**src/design/ntpsws_pkg.sv**
```systemverilog
package ntpsws_pkg;

  localparam int unsigned DEPTH     = 16;
  localparam int unsigned SLOT_W    = 4;
  localparam int unsigned CNT_W     = 5;
  localparam int unsigned STAT_W    = 48;
  localparam int unsigned DISP_W    = 32;
  localparam int unsigned MEAN_W    = 52;
  localparam int unsigned ACC_W     = 100;
  localparam int unsigned ROOT_W    = 50;
  localparam int unsigned SREM_W    = 52;
  localparam int unsigned STEP_W    = 7;
  localparam int unsigned MDIV_STEPS = 52;
  localparam int unsigned VDIV_STEPS = 100;
  localparam int unsigned SQRT_STEPS = 50;
  localparam logic [STAT_W-1:0] MAX48 = {STAT_W{1'b1}};

  localparam logic [1:0] CLASS_SYNC = 2'd0;
  localparam logic [1:0] CLASS_ZERO = 2'd1;
  localparam logic [1:0] CLASS_BAD  = 2'd2;

  typedef struct packed {
    logic              load_in;
    logic              diff;
    logic              push;
    logic              clear;
    logic              sum_step;
    logic              mdiv_step;
    logic              sq_step;
    logic              vdiv_step;
    logic              sqrt_step;
    logic              finish;
    logic [STEP_W-1:0] idx;
  } cmd_t;

  typedef struct packed {
    logic             sync;
    logic [CNT_W-1:0] n;
    logic             out_free;
  } status_t;

  typedef struct packed {
    logic [SREM_W-1:0] rem;
    logic [ROOT_W-1:0] root;
  } sqrt_t;

  // One restoring division step: returns the quotient bit above the new remainder.
  function automatic logic [4:0] div_step(input logic [3:0] rem, input logic bit_in,
                                          input logic [4:0] den);
    logic [4:0] trial;
    logic [4:0] res;
    trial = {rem, bit_in};
    if (trial >= den) begin
      res = {1'b1, 4'(trial - den)};
    end else begin
      res = {1'b0, trial[3:0]};
    end
    return res;
  endfunction

  // One digit of the bitwise integer square root, two radicand bits per step.
  function automatic sqrt_t sqrt_step(input sqrt_t cur, input logic [1:0] bits);
    logic [SREM_W+1:0] part;
    logic [SREM_W+1:0] trial;
    sqrt_t res;
    part  = {cur.rem, bits};
    trial = {2'b00, cur.root, 2'b01};
    if (part >= trial) begin
      res.rem  = SREM_W'(part - trial);
      res.root = {cur.root[ROOT_W-2:0], 1'b1};
    end else begin
      res.rem  = SREM_W'(part);
      res.root = {cur.root[ROOT_W-2:0], 1'b0};
    end
    return res;
  endfunction

endpackage

```
**src/design/ntpsws_ctrl.sv**
```systemverilog
module ntpsws_ctrl (
  input  logic               clk_i,
  input  logic               rst_ni,
  input  logic               in_valid_i,
  output logic               in_ready_o,
  input  ntpsws_pkg::status_t stat_i,
  output ntpsws_pkg::cmd_t    cmd_o
);

  localparam logic [3:0] ST_IDLE = 4'd0;
  localparam logic [3:0] ST_DIFF = 4'd1;
  localparam logic [3:0] ST_PUSH = 4'd2;
  localparam logic [3:0] ST_SUM  = 4'd3;
  localparam logic [3:0] ST_MDIV = 4'd4;
  localparam logic [3:0] ST_SQ   = 4'd5;
  localparam logic [3:0] ST_VDIV = 4'd6;
  localparam logic [3:0] ST_SQRT = 4'd7;
  localparam logic [3:0] ST_DONE = 4'd8;

  logic [3:0] state_q, state_d;
  logic [ntpsws_pkg::STEP_W-1:0] cnt_q, cnt_d;
  logic sum_last, sq_last;
  logic [ntpsws_pkg::STEP_W:0] sq_end;

  assign sum_last = (cnt_q[ntpsws_pkg::CNT_W-1:0] == stat_i.n - 5'd1);
  assign sq_end   = {stat_i.n, 3'b000} - 8'd1;
  assign sq_last  = (cnt_q == sq_end[ntpsws_pkg::STEP_W-1:0]);
  assign in_ready_o = (state_q == ST_IDLE);

  always_comb begin
    state_d = state_q;
    cnt_d   = cnt_q + 7'd1;
    cmd_o   = '0;
    cmd_o.idx = cnt_q;
    case (state_q)
      ST_IDLE: begin
        cnt_d = '0;
        if (in_valid_i) begin
          cmd_o.load_in = 1'b1;
          state_d = ST_DIFF;
        end
      end
      ST_DIFF: begin
        cnt_d = '0;
        cmd_o.diff = 1'b1;
        state_d = stat_i.sync ? ST_PUSH : ST_DONE;
      end
      ST_PUSH: begin
        cnt_d = '0;
        cmd_o.push = 1'b1;
        state_d = ST_SUM;
      end
      ST_SUM: begin
        cmd_o.sum_step = 1'b1;
        if (sum_last) begin
          cnt_d = '0;
          state_d = ST_MDIV;
        end
      end
      ST_MDIV: begin
        cmd_o.mdiv_step = 1'b1;
        if (cnt_q == 7'(ntpsws_pkg::MDIV_STEPS - 1)) begin
          cnt_d = '0;
          // A single sample has no spread: skip the variance work.
          state_d = (stat_i.n < 5'd2) ? ST_DONE : ST_SQ;
        end
      end
      ST_SQ: begin
        cmd_o.sq_step = 1'b1;
        if (sq_last) begin
          cnt_d = '0;
          state_d = ST_VDIV;
        end
      end
      ST_VDIV: begin
        cmd_o.vdiv_step = 1'b1;
        if (cnt_q == 7'(ntpsws_pkg::VDIV_STEPS - 1)) begin
          cnt_d = '0;
          state_d = ST_SQRT;
        end
      end
      ST_SQRT: begin
        cmd_o.sqrt_step = 1'b1;
        if (cnt_q == 7'(ntpsws_pkg::SQRT_STEPS - 1)) begin
          cnt_d = '0;
          state_d = ST_DONE;
        end
      end
      ST_DONE: begin
        cnt_d = '0;
        if (stat_i.out_free) begin
          cmd_o.finish = 1'b1;
          cmd_o.clear  = !stat_i.sync;
          state_d = ST_IDLE;
        end
      end
      default: begin
        cnt_d = '0;
        state_d = ST_IDLE;
      end
    endcase
  end

  always_ff @(posedge clk_i or negedge rst_ni) begin
    if (!rst_ni) begin
      state_q <= ST_IDLE;
      cnt_q   <= '0;
    end else begin
      state_q <= state_d;
      cnt_q   <= cnt_d;
    end
  end

`ifndef ASSERT_OFF
  a_accept_leaves_idle: assert property (@(posedge clk_i) disable iff (!rst_ni)
    (in_valid_i && in_ready_o) |=> (state_q == ST_DIFF))
    else $error("accepted request did not start processing");
  a_done_waits: assert property (@(posedge clk_i) disable iff (!rst_ni)
    (state_q == ST_DONE && !stat_i.out_free) |=> (state_q == ST_DONE))
    else $error("result dropped while output was busy");
`endif

endmodule

```
**config.mk**
```make
export PLATFORM = sky130hd
export DESIGN_NAME = ntpsws_ctrl
export DESIGN_NICKNAME = d
export VERILOG_FILES = /design/src/design/ntpsws_pkg.sv /design/src/design/ntpsws_ctrl.sv
export SDC_FILE = /design/constraint.sdc
export NUM_CORES = 1
export LEC_CHECK = 0
export BUFFER_PORTS_ARGS = -buffer_cell sky130_fd_sc_hd__buf_4
export CORE_MARGIN = 1
export CORE_UTILIZATION = 40
export DETAILED_ROUTE_END_ITERATION = 16
export PLACE_DENSITY = 0.65
export SYNTH_ARGS = -nofsm -noshare
export SYNTH_HDL_FRONTEND = slang
export SYNTH_SLANG_ARGS = --single-unit
```
**constraint.sdc**
```tcl
create_clock -name clk_i -period 2.3 [get_ports clk_i]
set_input_delay 0.115 -clock clk_i [delete_from_list [all_inputs] [get_ports clk_i]]
set_output_delay 0.115 -clock clk_i [all_outputs]
set_load 0.1 [all_outputs]
```
==> flow_summary.toml <==
[drt]
wire_per_inst_um = 14.2
vias = 945
wl_um = 2420
drc = 0
drt_iter0_markers = 17
first_pass_iters = 4
routed_via_density = 5.56
antenna_left = 0

[synth]
synth_top_flop_cell = "dfrtp_1"
synth_cell_types = 42
synthArstFlopShare_pct = 100
synth_nets = 124
ys_ff_latch = 11
seq_area_frac_synth_pct = 27.7
yosysWarnings = 0
synth_area_per_cell_um2 = 8.94
netlist_area_um2 = 992
syn_inst = 111
synth_edf_count = 0

[finish]
finish.instance_area_mm2 = 0.00133
n_antenna_cell = 0
syn2layout_area_growth_pct = 33.9
layout-drive-gt1-share_pct = 40.8
layoutNonFillerInstCount = 170
multi_input_area_um2 = 703
ff_latch_area_um2 = 284
final_core_util_pct = 58.4
layout.nets = 156
fillCellCount = 206

[sta]
max_freq_mhz = 508
finalSetupViolations = 0
finalWorstSetupSlack_ps = 333
fin_crit_ps = 1970
holdWs_ps = 158
hold_viol_final = 0
rsz0062_at_grt = "false"
clock_skew_ps = 5.04
min_period_over_period_pct = 85.5
worst_pin_slew_ps = 618
maxSlewHeadroom_pct = 58.4
slew_violations = 0

[clock_tree]
root_buffer = "clkbuf_4"
clkSinkCount = 11
post_cts_resized = 0
path_clk_slew_ps = 70
post-cts-setup-buffer-count = 0
clk_latency_ps = 260
h-tree-depth = 1
cts_tree = "done"
clock_path_buffers = 2
hold_buffers = 1
cts_inserted_buffers = 3

[grt]
grt_pass1_vias = 901
grt_start_max_net_pins = 16
grt_pass1_wl_um = 4220
overflow = 0
grt_usage_pct = 21.3
antenna_found_initial = 0

[critical_path]
critical_path_class = "reg2out"
cp_data_arrival_time_ps = 1850
cp_max_fo = 11
crit_path_end_kind = "output pin"
required_ps = 2180
startpoint_type = "flop"

[place]
place_area_mm2 = 0.00129
dp_slack_ps = 412
place.gp.congestion = 0.736
portBuffers = 27
hpwl_um = 1900
place_inst = 165

[run]
max-cap-violations = 0

[power]
power.density_mw_per_mm2 = 282
p_int_w = 0.000286
switching_power_w = 0.0000887
p_leak_nw = 0.591
clkPwrFrac_pct = 34.3
seq_power_share_pct = 51.5
power_frac_comb_pct = 14.1
swShare_pct = 23.6
ir_drop_mv = 0.350

[floorplan]
die_h_um = 51.8
initial_core_util_pct = 43.6
io_pins = 28
die_width_um = 51.8
core_mm2 = 0.00228
die-area_mm2 = 0.00268
row_count = 17

[hold_path]
hp-class = "in2reg"

[status]
outcome = "finished clean"
power by group through the flow:
stage	combinational (W)	sequential [W]	clock, W
CTS	0.0000537	0.000193	0.000134
floorplan	0.0000268	0.000197	0
global placement	0.0000510	0.000197	0
global route	0.0000591	0.000193	0.000142
detailed placement	0.0000520	0.000197	0
finish	0.0000531	0.000193	0.000129
synth_stat cells, types with 2 or more instances:
master | instances | area (um^2)
a32o_1 | 2 | 20.0
nor3_1 | 6 | 30.0
and2_1 | 4 | 25.0
nand2b_1 | 4 | 25.0
a21oi_1 | 4 | 20.0
buf_2 | 2 | 10.0
dfrtp_1 | 11 | 275
nand2_1 | 4 | 15.0
clkbuf_1 | 3 | 11.3
ha_1 | 3 | 37.5
xor2_1 | 6 | 52.6
inv_1 | 8 | 30.0
xnor2_1 | 5 | 43.8
nand3_1 | 2 | 10.0
xnor3_1 | 2 | 45.0
nor4_1 | 4 | 25.0
nor2_1 | 16 | 60.1
state kept, by name, summed over array words and instances (netlist names):
register  cells
cnt_q         7
state_q       4
routing by layer:
metal,track usage [%],part of all wire [%]
met5,0,0
met4,6.76,0.54
met3,0.877,4.0
met2,35.1,47
met1,29.9,48
cells in the final DEF, fill, tap and decap left out, drive strengths merged, types with 2 or more instances in the layout:
| cell | netlist | final |
|---|---|---|
| a32o | 2 | 2 |
| nand2 | 4 | 4 |
| xnor3 | 2 | 2 |
| nor3 | 7 | 7 |
| nor2 | 16 | 16 |
| nand2b | 4 | 4 |
| clkbuf | 3 | 4 |
| ha | 3 | 3 |
| and2 | 4 | 4 |
| mux2 | 2 | 2 |
| inv | 8 | 8 |
| a211oi | 2 | 2 |
| xnor2 | 5 | 5 |
| nor3b | 2 | 2 |
| xor2 | 6 | 6 |
| nand3 | 2 | 2 |
| dfrtp | 11 | 11 |
| buf | 3 | 32 |
| nor4 | 4 | 4 |
| a21oi | 5 | 5 |
cell type report:
class                   instances  share of cell area (%)
multi-input cells              86                    52.9
well taps                      28                    2.64
inverters                       8                    2.26
clock buffers                   4                    1.98
repair buffers                 33                    18.8
flip-flops and latches         11                    21.4
final timing paths:
kind,to,cells after the start,start,slack (ps)
max,cmd_o[13],5,state_q[0],330
min,state_q[3],3,stat_i[0],160
max reg2reg,state_q[0],6,cnt_q[0],380
min reg2reg,cnt_q[0],1,cnt_q[0],500
max in group asynchronous,cnt_q[0],2,rst_ni,1910
min in group asynchronous,state_q[3],2,rst_ni,220
critical path: stages (launching register included):
cell,delay (ps)
dfrtp_1,430
buf_4,200
nor4_1,340
and2_2,210
nor2b_4,120
buf_4,280
logic make-up after synthesis:
kind of cell | after synthesis | synth area share, %
compound gates | 18 | 17.8
xor+xnor | 13 | 14.2
fa+ha+maj | 3 | 3.78
buf+inv | 14 | 5.93
flops | 11 | 27.7
mux | 2 | 2.65
simple gates | 50 | 27.9
per-stage QoR:
step	TNS [ps]	total power [W]
floorplan	-468	0.000224
global placement	0	0.000248
detailed placement	0	0.000249
CTS	0	0.000380
global route	0	0.000394
finish	0	0.000375
(Power assumes the default switching activity.)
